## config.mk

```make
export PLATFORM = sky130hd
export DESIGN_NAME = array_list_table_engine
export DESIGN_NICKNAME = d
export VERILOG_FILES = /design/src/rtl/altbl_pkg.sv /design/src/rtl/altbl_ram.sv /design/src/rtl/altbl_cmp.sv /design/src/rtl/altbl_ctrl.sv /design/src/rtl/array_list_table_engine.sv
export SDC_FILE = /design/constraint.sdc
export NUM_CORES = 1
export LEC_CHECK = 0
export BUFFER_PORTS_ARGS = -buffer_cell sky130_fd_sc_hd__buf_2
export CORE_MARGIN = 10
export CORE_UTILIZATION = 45
export CTS_CLUSTER_DIAMETER = 30
export DETAILED_ROUTE_END_ITERATION = 12
export GPL_TIMING_DRIVEN = 0
export MAX_ROUTING_LAYER = met4
export PLACE_DENSITY = 0.74
export RECOVER_POWER = 50
export SYNTH_ARGS = -nofsm -noshare
export SYNTH_HDL_FRONTEND = slang
export SYNTH_HIERARCHICAL = 1
export SYNTH_SLANG_ARGS = --single-unit
export TNS_END_PERCENT = 10
```

## constraint.sdc

```tcl
create_clock -name clk -period 5.2 [get_ports clk]
set_input_delay 0.78 -clock clk [delete_from_list [all_inputs] [get_ports clk]]
set_output_delay 0.78 -clock clk [all_outputs]
set_load 0.05 [all_outputs]
```

## src/rtl/altbl_pkg.sv

```systemverilog
// Shared types, sizes and codes for the array list table engine.
// No dependencies; every other file refers to this package by scoped names.

package altbl_pkg;

    localparam int CAPACITY = 16;
    localparam int IDX_W    = $clog2(CAPACITY);
    localparam int CNT_W    = $clog2(CAPACITY + 1);
    localparam int POS_W    = 5;
    localparam int CMP_W    = (CNT_W > POS_W) ? CNT_W : POS_W;
    localparam int DATA_W   = 32;
    localparam int ACT_W    = 2;
    localparam int ST_W     = 2;
    localparam int FIDX_W   = 4;
    localparam int ECNT_W   = 5;

    localparam logic [ACT_W-1:0] ACT_INSERT = 2'd0;
    localparam logic [ACT_W-1:0] ACT_DELETE = 2'd1;
    localparam logic [ACT_W-1:0] ACT_SEARCH = 2'd2;
    localparam logic [ACT_W-1:0] ACT_SORTED = 2'd3;

    localparam logic [ST_W-1:0] ST_DONE  = 2'd0;
    localparam logic [ST_W-1:0] ST_FULL  = 2'd1;
    localparam logic [ST_W-1:0] ST_RANGE = 2'd2;
    localparam logic [ST_W-1:0] ST_MISS  = 2'd3;

    typedef struct packed {
        logic              we;
        logic [IDX_W-1:0]  waddr;
        logic [DATA_W-1:0] wdata;
        logic [IDX_W-1:0]  raddr;
    } ram_req_t;

    typedef struct packed {
        logic eq;
        logic gt;
    } cmp_res_t;

endpackage

```

## src/rtl/altbl_ram.sv

```systemverilog
// List store: one write port and one read port with registered read data.
// Depends on altbl_pkg for sizes and the request struct.

module altbl_ram
(
    input  logic                          clk,
    input  altbl_pkg::ram_req_t           req,
    output logic [altbl_pkg::DATA_W-1:0]  rdata
);

    logic [altbl_pkg::DATA_W-1:0] mem [altbl_pkg::CAPACITY];
    logic [altbl_pkg::DATA_W-1:0] rdata_reg;

    always_ff @(posedge clk)
    begin
        if (req.we)
        begin
            mem[req.waddr] <= req.wdata;
        end
        rdata_reg <= mem[req.raddr];
    end

    assign rdata = rdata_reg;

endmodule

```

## src/rtl/altbl_cmp.sv

```systemverilog
// Shared compare unit: equality and signed greater-than of a stored entry
// against the request value. Depends on altbl_pkg.

module altbl_cmp
(
    input  logic signed [altbl_pkg::DATA_W-1:0] entry,
    input  logic signed [altbl_pkg::DATA_W-1:0] value,
    output altbl_pkg::cmp_res_t                 res
);

    always_comb
    begin
        res.eq = (entry == value);
        res.gt = (entry > value);
    end

endmodule

```

## src/rtl/altbl_ctrl.sv

```systemverilog
// Sequencer for the list engine: walks the store one entry per cycle for
// shifts, searches and sorted inserts, and holds the result register.
// Depends on altbl_pkg.

module altbl_ctrl
(
    input  logic                                  clk,
    input  logic                                  rst_n,
    input  logic                                  req_valid,
    output logic                                  req_ready,
    input  logic [altbl_pkg::ACT_W-1:0]           action,
    input  logic signed [altbl_pkg::DATA_W-1:0]   value,
    input  logic [altbl_pkg::POS_W-1:0]           position,
    output logic                                  rsp_valid,
    input  logic                                  rsp_ready,
    output logic [altbl_pkg::ST_W-1:0]            status,
    output logic [altbl_pkg::FIDX_W-1:0]          found_index,
    output logic [altbl_pkg::ECNT_W-1:0]          entry_count,
    output altbl_pkg::ram_req_t                   ram_req,
    input  logic [altbl_pkg::DATA_W-1:0]          rdata,
    input  altbl_pkg::cmp_res_t                   cmp_res,
    output logic signed [altbl_pkg::DATA_W-1:0]   cmp_value
);

    localparam logic [2:0] S_IDLE   = 3'd0;
    localparam logic [2:0] S_UP     = 3'd1;
    localparam logic [2:0] S_DOWN   = 3'd2;
    localparam logic [2:0] S_SEARCH = 3'd3;
    localparam logic [2:0] S_SORT   = 3'd4;
    localparam logic [2:0] S_PUT    = 3'd5;
    localparam logic [2:0] S_RESP   = 3'd6;

    localparam logic [altbl_pkg::CNT_W-1:0] CNT_FULL = altbl_pkg::CNT_W'(altbl_pkg::CAPACITY);
    localparam logic [altbl_pkg::CNT_W-1:0] CNT_ONE  = altbl_pkg::CNT_W'(1);
    localparam logic [altbl_pkg::IDX_W-1:0] IDX_ONE  = altbl_pkg::IDX_W'(1);
    localparam logic [altbl_pkg::IDX_W-1:0] IDX_ZERO = '0;

    logic [2:0]                         state_reg, state_next;
    logic [altbl_pkg::CNT_W-1:0]        cnt_reg, cnt_next;
    logic [altbl_pkg::IDX_W-1:0]        rd_idx_reg, rd_idx_next;
    logic [altbl_pkg::IDX_W-1:0]        slot_reg, slot_next;
    logic signed [altbl_pkg::DATA_W-1:0] value_reg, value_next;
    logic [altbl_pkg::ST_W-1:0]         st_reg, st_next;
    logic [altbl_pkg::IDX_W-1:0]        found_reg, found_next;

    logic                               rsp_valid_reg, rsp_valid_next;
    logic [altbl_pkg::ST_W-1:0]         rsp_status_reg, rsp_status_next;
    logic [altbl_pkg::FIDX_W-1:0]       rsp_found_reg, rsp_found_next;
    logic [altbl_pkg::ECNT_W-1:0]       rsp_count_reg, rsp_count_next;

    logic [altbl_pkg::CMP_W-1:0]        pos_ext, cnt_ext;
    logic [altbl_pkg::IDX_W-1:0]        last_idx;

    assign pos_ext  = altbl_pkg::CMP_W'(position);
    assign cnt_ext  = altbl_pkg::CMP_W'(cnt_reg);
    assign last_idx = altbl_pkg::IDX_W'(cnt_reg - CNT_ONE);

    assign req_ready   = (state_reg == S_IDLE);
    assign rsp_valid   = rsp_valid_reg;
    assign status      = rsp_status_reg;
    assign found_index = rsp_found_reg;
    assign entry_count = rsp_count_reg;
    assign cmp_value   = value_reg;

    always_comb
    begin
        state_next      = state_reg;
        cnt_next        = cnt_reg;
        rd_idx_next     = rd_idx_reg;
        slot_next       = slot_reg;
        value_next      = value_reg;
        st_next         = st_reg;
        found_next      = found_reg;
        rsp_valid_next  = rsp_valid_reg & ~rsp_ready;
        rsp_status_next = rsp_status_reg;
        rsp_found_next  = rsp_found_reg;
        rsp_count_next  = rsp_count_reg;
        ram_req.we      = 1'b0;
        ram_req.waddr   = rd_idx_reg;
        ram_req.wdata   = rdata;
        ram_req.raddr   = rd_idx_reg;

        case (state_reg)
            S_IDLE:
            begin
                if (req_valid)
                begin
                    value_next = value;
                    st_next    = altbl_pkg::ST_DONE;
                    found_next = IDX_ZERO;
                    case (action)
                        altbl_pkg::ACT_INSERT:
                        begin
                            if (cnt_reg == CNT_FULL)
                            begin
                                st_next    = altbl_pkg::ST_FULL;
                                state_next = S_RESP;
                            end
                            else if (pos_ext > cnt_ext)
                            begin
                                st_next    = altbl_pkg::ST_RANGE;
                                state_next = S_RESP;
                            end
                            else if (pos_ext == cnt_ext)
                            begin
                                slot_next  = altbl_pkg::IDX_W'(position);
                                state_next = S_PUT;
                            end
                            else
                            begin
                                slot_next     = altbl_pkg::IDX_W'(position);
                                ram_req.raddr = last_idx;
                                rd_idx_next   = last_idx;
                                state_next    = S_UP;
                            end
                        end
                        altbl_pkg::ACT_DELETE:
                        begin
                            if (pos_ext >= cnt_ext)
                            begin
                                st_next    = altbl_pkg::ST_RANGE;
                                state_next = S_RESP;
                            end
                            else if (pos_ext + altbl_pkg::CMP_W'(1) == cnt_ext)
                            begin
                                cnt_next   = cnt_reg - CNT_ONE;
                                state_next = S_RESP;
                            end
                            else
                            begin
                                ram_req.raddr = altbl_pkg::IDX_W'(position) + IDX_ONE;
                                rd_idx_next   = altbl_pkg::IDX_W'(position) + IDX_ONE;
                                state_next    = S_DOWN;
                            end
                        end
                        altbl_pkg::ACT_SEARCH:
                        begin
                            if (cnt_reg == '0)
                            begin
                                st_next    = altbl_pkg::ST_MISS;
                                state_next = S_RESP;
                            end
                            else
                            begin
                                ram_req.raddr = IDX_ZERO;
                                rd_idx_next   = IDX_ZERO;
                                state_next    = S_SEARCH;
                            end
                        end
                        default:
                        begin
                            if (cnt_reg == CNT_FULL)
                            begin
                                st_next    = altbl_pkg::ST_FULL;
                                state_next = S_RESP;
                            end
                            else if (cnt_reg == '0)
                            begin
                                slot_next  = IDX_ZERO;
                                state_next = S_PUT;
                            end
                            else
                            begin
                                ram_req.raddr = last_idx;
                                rd_idx_next   = last_idx;
                                state_next    = S_SORT;
                            end
                        end
                    endcase
                end
            end
            S_UP:
            begin
                // The entry read last cycle moves up by one place.
                ram_req.we    = 1'b1;
                ram_req.waddr = rd_idx_reg + IDX_ONE;
                if (rd_idx_reg == slot_reg)
                begin
                    state_next = S_PUT;
                end
                else
                begin
                    ram_req.raddr = rd_idx_reg - IDX_ONE;
                    rd_idx_next   = rd_idx_reg - IDX_ONE;
                end
            end
            S_DOWN:
            begin
                ram_req.we    = 1'b1;
                ram_req.waddr = rd_idx_reg - IDX_ONE;
                if (rd_idx_reg == last_idx)
                begin
                    cnt_next   = cnt_reg - CNT_ONE;
                    state_next = S_RESP;
                end
                else
                begin
                    ram_req.raddr = rd_idx_reg + IDX_ONE;
                    rd_idx_next   = rd_idx_reg + IDX_ONE;
                end
            end
            S_SEARCH:
            begin
                if (cmp_res.eq)
                begin
                    found_next = rd_idx_reg;
                    state_next = S_RESP;
                end
                else if (rd_idx_reg == last_idx)
                begin
                    st_next    = altbl_pkg::ST_MISS;
                    state_next = S_RESP;
                end
                else
                begin
                    ram_req.raddr = rd_idx_reg + IDX_ONE;
                    rd_idx_next   = rd_idx_reg + IDX_ONE;
                end
            end
            S_SORT:
            begin
                // Walk down from the top, moving larger entries up until an
                // entry that is not greater than the value is found.
                if (cmp_res.gt)
                begin
                    ram_req.we    = 1'b1;
                    ram_req.waddr = rd_idx_reg + IDX_ONE;
                    if (rd_idx_reg == IDX_ZERO)
                    begin
                        slot_next  = IDX_ZERO;
                        state_next = S_PUT;
                    end
                    else
                    begin
                        ram_req.raddr = rd_idx_reg - IDX_ONE;
                        rd_idx_next   = rd_idx_reg - IDX_ONE;
                    end
                end
                else
                begin
                    slot_next  = rd_idx_reg + IDX_ONE;
                    state_next = S_PUT;
                end
            end
            S_PUT:
            begin
                ram_req.we    = 1'b1;
                ram_req.waddr = slot_reg;
                ram_req.wdata = value_reg;
                cnt_next      = cnt_reg + CNT_ONE;
                state_next    = S_RESP;
            end
            S_RESP:
            begin
                if (!rsp_valid_reg || rsp_ready)
                begin
                    rsp_valid_next  = 1'b1;
                    rsp_status_next = st_reg;
                    rsp_found_next  = altbl_pkg::FIDX_W'(found_reg);
                    rsp_count_next  = altbl_pkg::ECNT_W'(cnt_reg);
                    state_next      = S_IDLE;
                end
            end
            default:
            begin
                state_next = S_IDLE;
            end
        endcase
    end

    always_ff @(posedge clk or negedge rst_n)
    begin
        if (!rst_n)
        begin
            state_reg     <= S_IDLE;
            cnt_reg       <= '0;
            rsp_valid_reg <= 1'b0;
        end
        else
        begin
            state_reg     <= state_next;
            cnt_reg       <= cnt_next;
            rsp_valid_reg <= rsp_valid_next;
        end
    end

    always_ff @(posedge clk)
    begin
        rd_idx_reg     <= rd_idx_next;
        slot_reg       <= slot_next;
        value_reg      <= value_next;
        st_reg         <= st_next;
        found_reg      <= found_next;
        rsp_status_reg <= rsp_status_next;
        rsp_found_reg  <= rsp_found_next;
        rsp_count_reg  <= rsp_count_next;
    end

    a_cnt_bound: assert property (@(posedge clk) disable iff (!rst_n)
        cnt_reg <= CNT_FULL)
        else $error("entry count exceeds capacity");

    a_write_in_list: assert property (@(posedge clk) disable iff (!rst_n)
        ram_req.we |-> (altbl_pkg::CNT_W'(ram_req.waddr) <= cnt_reg))
        else $error("store write beyond the end of the list");

    a_put_grows: assert property (@(posedge clk) disable iff (!rst_n)
        (state_reg == S_PUT) |=> (cnt_reg == $past(cnt_reg) + CNT_ONE))
        else $error("insert did not grow the list by one");

    a_rsp_from_resp: assert property (@(posedge clk) disable iff (!rst_n)
        $rose(rsp_valid_reg) |-> ($past(state_reg) == S_RESP))
        else $error("result raised outside the result state");

endmodule

```

## src/rtl/array_list_table_engine.sv

```systemverilog
// Top level of the array list table engine: sequencer, list store and
// shared compare unit. Depends on altbl_pkg, altbl_ram, altbl_cmp, altbl_ctrl.
//
//  Channel   Handshake              Payload
//  request   req_valid / req_ready  action, value, position
//  result    rsp_valid / rsp_ready  status, found_index, entry_count
//
// A request walks one store entry per cycle for as many entries as it needs,
// and an insert then writes the new entry; the single read and write port of
// the store, stepped once per cycle by the sequencer, sets this pace.
// Reset empties the list at once; the store contents are not cleared.
// A result waits in its output register while the next request is taken;
// a finished request holds until that register is free.

module array_list_table_engine
(
    input  logic                                 clk,
    input  logic                                 rst_n,
    input  logic                                 req_valid,
    output logic                                 req_ready,
    input  logic [altbl_pkg::ACT_W-1:0]          action,
    input  logic signed [altbl_pkg::DATA_W-1:0]  value,
    input  logic [altbl_pkg::POS_W-1:0]          position,
    output logic                                 rsp_valid,
    input  logic                                 rsp_ready,
    output logic [altbl_pkg::ST_W-1:0]           status,
    output logic [altbl_pkg::FIDX_W-1:0]         found_index,
    output logic [altbl_pkg::ECNT_W-1:0]         entry_count
);

    altbl_pkg::ram_req_t                 ram_req;
    altbl_pkg::cmp_res_t                 cmp_res;
    logic [altbl_pkg::DATA_W-1:0]        rdata;
    logic signed [altbl_pkg::DATA_W-1:0] cmp_value;

    altbl_ctrl u_ctrl
    (
        .clk         (clk),
        .rst_n       (rst_n),
        .req_valid   (req_valid),
        .req_ready   (req_ready),
        .action      (action),
        .value       (value),
        .position    (position),
        .rsp_valid   (rsp_valid),
        .rsp_ready   (rsp_ready),
        .status      (status),
        .found_index (found_index),
        .entry_count (entry_count),
        .ram_req     (ram_req),
        .rdata       (rdata),
        .cmp_res     (cmp_res),
        .cmp_value   (cmp_value)
    );

    altbl_ram u_ram
    (
        .clk   (clk),
        .req   (ram_req),
        .rdata (rdata)
    );

    altbl_cmp u_cmp
    (
        .entry (rdata),
        .value (cmp_value),
        .res   (cmp_res)
    );

endmodule

```

Word level (Yosys, flattened, before mapping) --
Memories as Yosys holds them, arrays and structs flattened. A register that Yosys moved wholly into a read port is not among the register bits. Cells that the tools add are included. W data, S select, Z words.
Cells by class: add/sub/neg operators 6, magnitude comparators 3, equal/unequal tests 29, mux-type cells 68, bitwise operators 2, reductions and logical operators 17
Operator list (count):
- $mux W4 | 23
- $mux W3 | 13
- $eq A32 B32 Y1 | 1
- $gt A32 B32 Y1 | 1
- $mux W32 | 1
- $mux W5 | 6
- $pmux W4 S2 | 3
- $pmux W3 S7 | 1
- $pmux W4 S5 | 1
- $pmux W5 S4 | 1
- $mux W2 | 8
- $pmux W5 S3 | 1
- $ne A2 B1 Y1 const B | 6
- $ne A2 B2 Y1 const B | 6
- $pmux W4 S3 | 1
- $add A5 B1 Y5 const B | 2
- $eq A5 B5 Y1 | 2
- $eq A3 B3 Y1 const B | 3
- $pmux W3 S3 | 1
- $add A4 B1 Y4 const B | 2
- $eq A4 B4 Y1 | 2
- $reduce_and A4 Y1 | 2
- $reduce_and A7 Y1 | 1
- $eq A3 B2 Y1 const B | 2
- other kinds (28) | 35
Storage, ports and cells: bits in registers 66, RAM bits 512, output and inout bits 13, logic and storage cells 137, memories 1
Memories:
- u_ram.mem | words 16, width 32, rd ports 1, clocked after Yosys merged registers in 1, write ports 1, line altbl_ram.sv:11 | logic [altbl_pkg::DATA_W-1:0] mem [altbl_pkg::CAPACITY];

Depth between registers and ports, before layout --
Gate-level depths: netlist of run 1.
depth after elaboration 7, gate-level depth with buffers 21, depth with buffers taken out 18

By module --
The synthesis of run 1 kept the hierarchy.
Modules (own cells, without submodules):
- altbl_ram | times used 1, cells an instance 838, area each 19835.3 um^2, sequential area each 16015.4 um^2
- altbl_ctrl | times used 1, cells an instance 487, area each 4314.1 um^2, sequential area each 1896.8 um^2
- altbl_cmp | times used 1, cells an instance 114, area each 844.6 um^2, sequential area each 0.0 um^2

Worst setup path after synthesis of run 1 --
Ideal clock, no wire load.
path kind register -> register, from reg u_ctrl.value_reg, in the netlist u_ctrl/cmp_value[31], to mem u_ram/mem[0][0] (netlist bit) (enable), setup time 0.461 ns, data arrival time 5.178 ns, path slack -0.439 ns, cell stages (with the launch flop) 14, cell sequence edfxtp_1 inv_1 ha_1 and4_1 nand4_1 or3_1 a31oi_1 o221ai_1 nand2b_1 clkbuf_1 nand2_1 a21boi_0 or3b_2 nor3_1
RTL lines:
- from (decl) | line altbl_ctrl.sv:42 | logic signed [altbl_pkg::DATA_W-1:0] value_reg, value_next;
- from (signal assigned) | line altbl_ctrl.sv:291 | value_reg <= value_next;
- to (decl) | line altbl_ram.sv:11

==> impl_results.md, run 1 <==
- Outcome: finished with violations
- Failing checks: max-capacitance violations, max-slew violations
- DRC: 0
- Synthesized cell area: 25000 um2
- Commonest non-fill, non-tap cell in the layout: edfxtp_1
- Cells after Synth: 1439
- Metal2 WL: 31400 um
- Nets: 1732
- Syn Area/Cell: 17.4 um2
- Hold Path Class: in2reg
- Gr usage total: 0.200
- Starting Density: 0.454
- Die width: 256 um
- WL met3: 5880 um
- Clock latency on the worst-skew pair: 0.68 ns
- H-tree levels: 3
- Seq/Total Area, Yosys: 0.717
- Maxcap violations: 1
- Top sig layer: met4
- N_diodes: 0
- Clock Skews: 0.0646 ns
- Critical path origin: u_ctrl/cmp_value[31]$_DFFE_PP_
- DR iter-0 viols: 1717
- Drt via density: 5.92
- FF-to-FF End: u_ram/mem[0][15]$_DFFE_PP_
- Setup TNS: 0 ns
- Async S/R FF share, synth: 0.0148
- Global-route wire length before repair: 96100 um
- Final Max Slew Viols: 8
- Row count: 86
- Final non-filler cell total: 2483
- Share of post-route cells with drive strength above 1: 0.282
- Metal-1 WL: 24400 um
- EDFF count, synth: 565
- Area growth syn-to-layout: 23.8%
- Crit. End Element: flip-flop
- WL/cell: 25.8 um
- Critical Path AT: 5.45 ns
- # setup viols final: 0
- Distinct cells, synth: 72
- GRT Residual Overflow: 0
- Worst-path maximum fanout: 12
- Routability cong.: 0.873
- RSZ-0062 raised after global routing: yes
- Detailed-route via count: 14700
- Die H: 256 um
- Critical path destination: u_ram/mem[0][15]$_DFFE_PP_
- FF-to-FF Start: u_ctrl/cmp_value[31]$_DFFE_PP_
- TritonCTS Buffers: 107
- Pin count of the biggest net entering global routing: 22
- Cell breakdown of the critical path: inv_1 > ha_2 > and4_1 > nand4_1 > buf_4 > or3_1 > nand2b_4 > o221ai_1 > nand2b_2 > buf_4 > o21ai_0 > nor2_1 > a21oi_1 > o21ai_0 > or3b_4 > nor3_4 > buf_8
- CP Class: reg2reg
- Number of global-route vias before repair: 15000
- Core footprint: 55100 um2
- Top FF cell, synth: edfxtp_1
- Worst slew margin: -0.118
- Port Buffers: 55
- R2r setup slk: 0.1 ns
- Minimum clock period: 5.10 ns
- Fin util: 0.562
- Sink Count: 610
- Antenna violations before repair: 0
- Pre-CTS setup slack: -1.06 ns
- Synth warn: 6
- Max reg flops: 512
- Final Hold Viols: 0
- F_max: 196 MHz
- CP required: 5.55 ns
- CP peak stage delay: 0.79 ns
- DRT Wirelength: 64100 um
- Remaining antenna violation count: 0
- CTS tree: done
- Top Ports: 56
- Period utilization: 0.982
- Cell count after placement: 2269
- Actual slew at the worst max-slew pin: 1.66 ns
- Synth Net Count: 1530
- Register bit total from synthesis: 610
- DP HPWL: 38400 um
- Reg clk slew, reported paths: 0.05 ns
- Clk buf depth: 3
- R2R cell count: 17
- Drt pass-1 iters: 6
- Crit start category: flip-flop
- Commonest non-fill, non-tap cells in the layout: edfxtp_1 (565), nand2_1 (171), mux4_2 (128)
- Root Driver: clkbuf_16
- Slowest-stage cell, CP: nor3_4
- Worst setup margin: 0.0962 ns
- Total die area: 65400 um2
[metal layers]
layer | up-vias | track usage
li1 | 6163 | -
met5 | - | -
met3 | 183 | 0.0454
met2 | 860 | 0.317
met1 | 7495 | 0.247
met4 | 0 | 0.0775
[final cells by class]
type                            instances  area (um2)
Clock buffer                          124        2800
Sequential cell                       610       17900
Timing Repair Buffer                   95         866
Multi-Input combinational cell        701        6750
Fill cell                            4072       24100
Inverter                               56         213
Buffer                                 70         473
Tap cell                              748         936
Clock inverter                         79        1000
[cells in the mapped netlist (4+ instances only)]
| cell type | count | share of area |
|---|---|---|
| edfxtp_1 | 565 | 0.68 |
| nand2_1 | 172 | 0.026 |
| mux4_2 | 128 | 0.12 |
| a22oi_1 | 67 | 0.020 |
| inv_1 | 55 | 0.0083 |
| ha_1 | 48 | 0.024 |
| clkbuf_1 | 39 | 0.0059 |
| a21oi_1 | 36 | 0.0072 |
| dfxtp_1 | 36 | 0.029 |
| nor2_1 | 34 | 0.0051 |
| o21ai_0 | 34 | 0.0068 |
| nand3_1 | 19 | 0.0038 |
| xnor2_1 | 15 | 0.0053 |
| nor3_1 | 12 | 0.0024 |
| buf_1 | 11 | 0.0017 |
| buf_2 | 11 | 0.0022 |
| buf_4 | 10 | 0.0030 |
| nor2b_1 | 10 | 0.0025 |
| dfrtp_1 | 9 | 0.0090 |
| nand2b_1 | 9 | 0.0023 |
| nand4_1 | 8 | 0.0020 |
| nor3b_1 | 8 | 0.0024 |
| a21o_1 | 7 | 0.0021 |
| and3_1 | 7 | 0.0018 |
| o211ai_1 | 7 | 0.0021 |
| o22ai_1 | 5 | 0.0013 |
| xor2_1 | 5 | 0.0018 |
| a221oi_1 | 4 | 0.0014 |
| nand3b_1 | 4 | 0.0012 |
[what timing repair did]
action | CTS | global route
endpoints found under the hold margin | 4 | 0
setup endpoints to repair | 544 | 295
buffers inserted | 8 | 4
hold buffers | 1 | 0
resized for setup | 71 | 38
pin swaps | 6 | 5
cloned | 0 | 0
[logic make-up after synthesis]
family,count (synthesis),synth area share
buf+inv,128,0.0217
compound gates,195,0.0541
simple gates,303,0.0568
flops,610,0.717
xor+xnor,23,0.00976
mux,132,0.117
fa+ha+maj,48,0.0240
[stage by stage]
step                      instance area, um2  hold slack [ns]
after global routing                   31000            0.259
after global placement                 26200            0.401
after CTS                              30900            0.249
final                                  31000            0.280
after floorplan                        25000            0.400
after detailed placement               26800            0.405
[critical path: cells and delay by family, from the launching register on]
kind / cells / cell delay (ns)
flip-flops: 1 / 0.40
buffers and inverters: 4 / 0.71
AND/OR/NAND/NOR: 8 / 2.54
AO/OA/AOI/OAI: 4 / 0.71
adder cells (fa/ha/maj): 1 / 0.39
[how the worst min path moves through the flow]
stage                                            startpoint                         endpoint  slack, ns  cells past startpoint
final                                             value[24]   u_ctrl/cmp_value[24]$_DFFE_PP_       0.28                      1
after global routing                              value[21]   u_ctrl/cmp_value[21]$_DFFE_PP_       0.26                      1
after CTS                                          value[1]    u_ctrl/cmp_value[1]$_DFFE_PP_       0.25                      1
after detailed placement     u_ctrl/st_reg[0]$_SDFFCE_PP1P_       u_ctrl/status[0]$_DFFE_PP_       0.40                      0
after global placement    u_ctrl/found_reg[3]$_SDFFCE_PN0P_  u_ctrl/found_index[3]$_DFFE_PP_       0.40                      0
after floorplan           u_ctrl/found_reg[0]$_SDFFCE_PN0P_  u_ctrl/found_index[0]$_DFFE_PP_       0.40                      0
Power of run 1 is not shown: default switching activity piles up to over one toggle a cycle in this logic, so the estimate is an artifact.
==> inputs of run 2 (changes only) <==
--- a/config.mk
+++ b/config.mk
@@ -6,13 +6,15 @@
 export NUM_CORES = 1
 export LEC_CHECK = 0
 export BUFFER_PORTS_ARGS = -buffer_cell sky130_fd_sc_hd__buf_2
+export CELL_PAD_IN_SITES_DETAIL_PLACEMENT = 0
+export CELL_PAD_IN_SITES_GLOBAL_PLACEMENT = 2
 export CORE_MARGIN = 10
-export CORE_UTILIZATION = 45
+export CORE_UTILIZATION = 43
 export CTS_CLUSTER_DIAMETER = 30
 export DETAILED_ROUTE_END_ITERATION = 12
 export GPL_TIMING_DRIVEN = 0
 export MAX_ROUTING_LAYER = met4
-export PLACE_DENSITY = 0.74
+export PLACE_DENSITY = 0.86
 export RECOVER_POWER = 50
 export SYNTH_ARGS = -nofsm -noshare
 export SYNTH_HDL_FRONTEND = slang
==> impl_results.md, run 2 (synthesized netlist as in run 1, its figures left out) <==
- Period utilization: 0.979 (was 0.982)
- Commonest non-fill, non-tap cell in the layout: edfxtp_1 (unchanged)
- Antenna violations before repair: 0 (unchanged)
- Crit start category: flip-flop (unchanged)
- N_diodes: 0 (unchanged)
- Gr usage total: 0.187 (was 0.200)
- Share of post-route cells with drive strength above 1: 0.275 (was 0.282)
- Starting Density: 0.434 (was 0.454)
- Worst slew margin: 0.256 (was -0.118)
- Port Buffers: 55 (unchanged)
- Area growth syn-to-layout: 23.6% (was 23.8%)
- Buf/Inv on CP: 2 (was 4)
- Worst-path maximum fanout: 10 (was 12)
- TritonCTS Buffers: 104 (was 107)
- Drt via density: 5.62 (was 5.92)
- Total die area: 68200 um2 (was 65400 um2)
- Max reg flops: 512 (unchanged)
- Root Driver: clkbuf_16 (unchanged)
- CP required: 5.53 ns (was 5.55 ns)
- R2r setup slk: 0.11 ns (was 0.1 ns)
- Die H: 261 um (was 256 um)
- F_max: 197 MHz (was 196 MHz)
- Top Ports: 56 (unchanged)
- Commonest non-fill, non-tap cells in the layout: edfxtp_1 (565), nand2_1 (172), mux4_2 (128) (was edfxtp_1 (565), nand2_1 (171), mux4_2 (128))
- # setup viols final: 0 (unchanged)
- Detailed-route via count: 14000 (was 14700)
- Sink Count: 610 (unchanged)
- Critical path origin: u_ctrl/cmp_value[11]$_DFFE_PP_ (was u_ctrl/cmp_value[31]$_DFFE_PP_)
- RSZ-0062 raised after global routing: yes (unchanged)
- Core footprint: 57600 um2 (was 55100 um2)
- FF-to-FF End: u_ram/mem[12][22]$_DFFE_PP_ (was u_ram/mem[0][15]$_DFFE_PP_)
- GRT Residual Overflow: 0 (unchanged)
- Clock Skews: 0.0275 ns (was 0.0646 ns)
- Drt pass-1 iters: 6 (unchanged)
- Reg clk slew, reported paths: 0.05 ns (about the same)
- R2R cell count: 13 (was 17)
- DR iter-0 viols: 1331 (was 1717)
- Critical Path AT: 5.42 ns (was 5.45 ns)
- Die width: 261 um (was 256 um)
- Critical path destination: u_ram/mem[12][22]$_DFFE_PP_ (was u_ram/mem[0][15]$_DFFE_PP_)
- Nets: 1731 (was 1732)
- Fillers: 4455 (was 4072)
- Outcome: complete, no violations (was finished with violations)
- CP Class: reg2reg (unchanged)
- Fin util: 0.536 (was 0.562)
- Cell breakdown of the critical path: inv_1 > ha_1 > nand4_1 > nor4_4 > o21ai_0 > a31oi_4 > o221ai_1 > nand2b_2 > nand2_1 > a21boi_0 > nand3_1 > nor3_2 > buf_6 (was inv_1 > ha_2 > and4_1 > nand4_1 > buf_4 > or3_1 > nand2b_4 > o221ai_1 > nand2b_2 > buf_4 > o21ai_0 > nor2_1 > a21oi_1 > o21ai_0 > or3b_4 > nor3_4 > buf_8)
- CP peak stage delay: 0.86 ns (was 0.79 ns)
- Final Hold Viols: 0 (unchanged)
- Delay-heaviest family, CP: simple AND/OR/NAND/NOR gates (unchanged)
- DP HPWL: 39200 um (was 38400 um)
- Actual slew at the worst max-slew pin: 1.11 ns (was 1.66 ns)
- Maxcap violations: 0 (was 1)
- Final Max Slew Viols: 0 (was 8)
- Pin count of the biggest net entering global routing: 24 (was 22)
- FF-to-FF Start: u_ctrl/cmp_value[11]$_DFFE_PP_ (was u_ctrl/cmp_value[31]$_DFFE_PP_)
- H-tree levels: 3 (unchanged)
- Hold Path Class: in2reg (unchanged)
- Row count: 88 (was 86)
- WL/cell: 24.6 um (was 25.8 um)
- Minimum clock period: 5.09 ns (was 5.10 ns)
- DRT Wirelength: 61400 um (was 64100 um)
- Clk buf depth: 3 (unchanged)
- CTS tree: done (unchanged)
- Levels on crit path: 13 (was 17)
- DRC: 0 (unchanged)
- Global-route wire length before repair: 92200 um (was 96100 um)
- Remaining antenna violation count: 0 (unchanged)
- Slowest-stage cell, CP: nor3_2 (was nor3_4)
- Clock latency on the worst-skew pair: 0.65 ns (was 0.68 ns)
- Crit. End Element: flip-flop (unchanged)
- Routability cong.: 0.869 (was 0.873)
- Number of global-route vias before repair: 14600 (was 15000)
run 2: through the flow:
step / area [um2] / TNS (ns) / setup slack, ns / hold slack, ns / cells
floorplan: 25000 / -33.34 / -0.347 / 0.400 / 1439
global placement: 26200 / -1461.03 / -4.27 / 0.402 / 2259
detailed placement: 26800 / -302.93 / -1.22 / 0.411 / 2285
CTS: 30700 / -0.00311 / -0.00255 / 0.275 / 2490
global route: 30900 / -5.15 / -0.125 / 0.295 / 2495
finish: 30900 / 0 / 0.112 / 0.315 / 2495
run 2: worst min-delay path by stage:
stage | from | end | slack, ns | depth (start not counted)
global placement | u_ctrl/found_reg[3]$_SDFFCE_PN0P_ | u_ctrl/found_index[3]$_DFFE_PP_ | 0.40 | 0
global route | value[17] | u_ctrl/cmp_value[17]$_DFFE_PP_ | 0.29 | 1
detailed placement | u_ctrl/found_reg[0]$_SDFFCE_PN0P_ | u_ctrl/found_index[0]$_DFFE_PP_ | 0.41 | 0
CTS | value[17] | u_ctrl/cmp_value[17]$_DFFE_PP_ | 0.28 | 1
floorplan | u_ctrl/found_reg[0]$_SDFFCE_PN0P_ | u_ctrl/found_index[0]$_DFFE_PP_ | 0.40 | 0
finish | value[17] | u_ctrl/cmp_value[17]$_DFFE_PP_ | 0.32 | 1
run 2: layout make-up:
type | count | area [um2] | share of cell area
multi-input cells | 701 | 6760 | 0.219
well taps | 765 | 957 | 0.0310
flip-flops and latches | 610 | 17900 | 0.580
repair buffers | 96 | 915 | 0.0296
clock buffers | 131 | 2790 | 0.0902
inverters | 56 | 213 | 0.00689
clock inverters | 65 | 863 | 0.0279
plain buffers | 71 | 479 | 0.0155
run 2: repair_timing:
item,CTS,global route
endpoints found under the hold margin,9,0
hold buffers,1,0
endpoints found under the setup margin,527,247
setup buffers,9,5
gates resized for setup,66,39
pin swaps,9,3
run 2: layer usage:
layer	track usage	part of all wire	vias to the layer above
li1	-	-	6155
met1	0.237	0.41	7235
met2	0.300	0.49	520
met3	0.0326	0.069	111
met4	0.0642	0.025	0
met5	-	0	-
Power of run 2 is left out for the same reason.
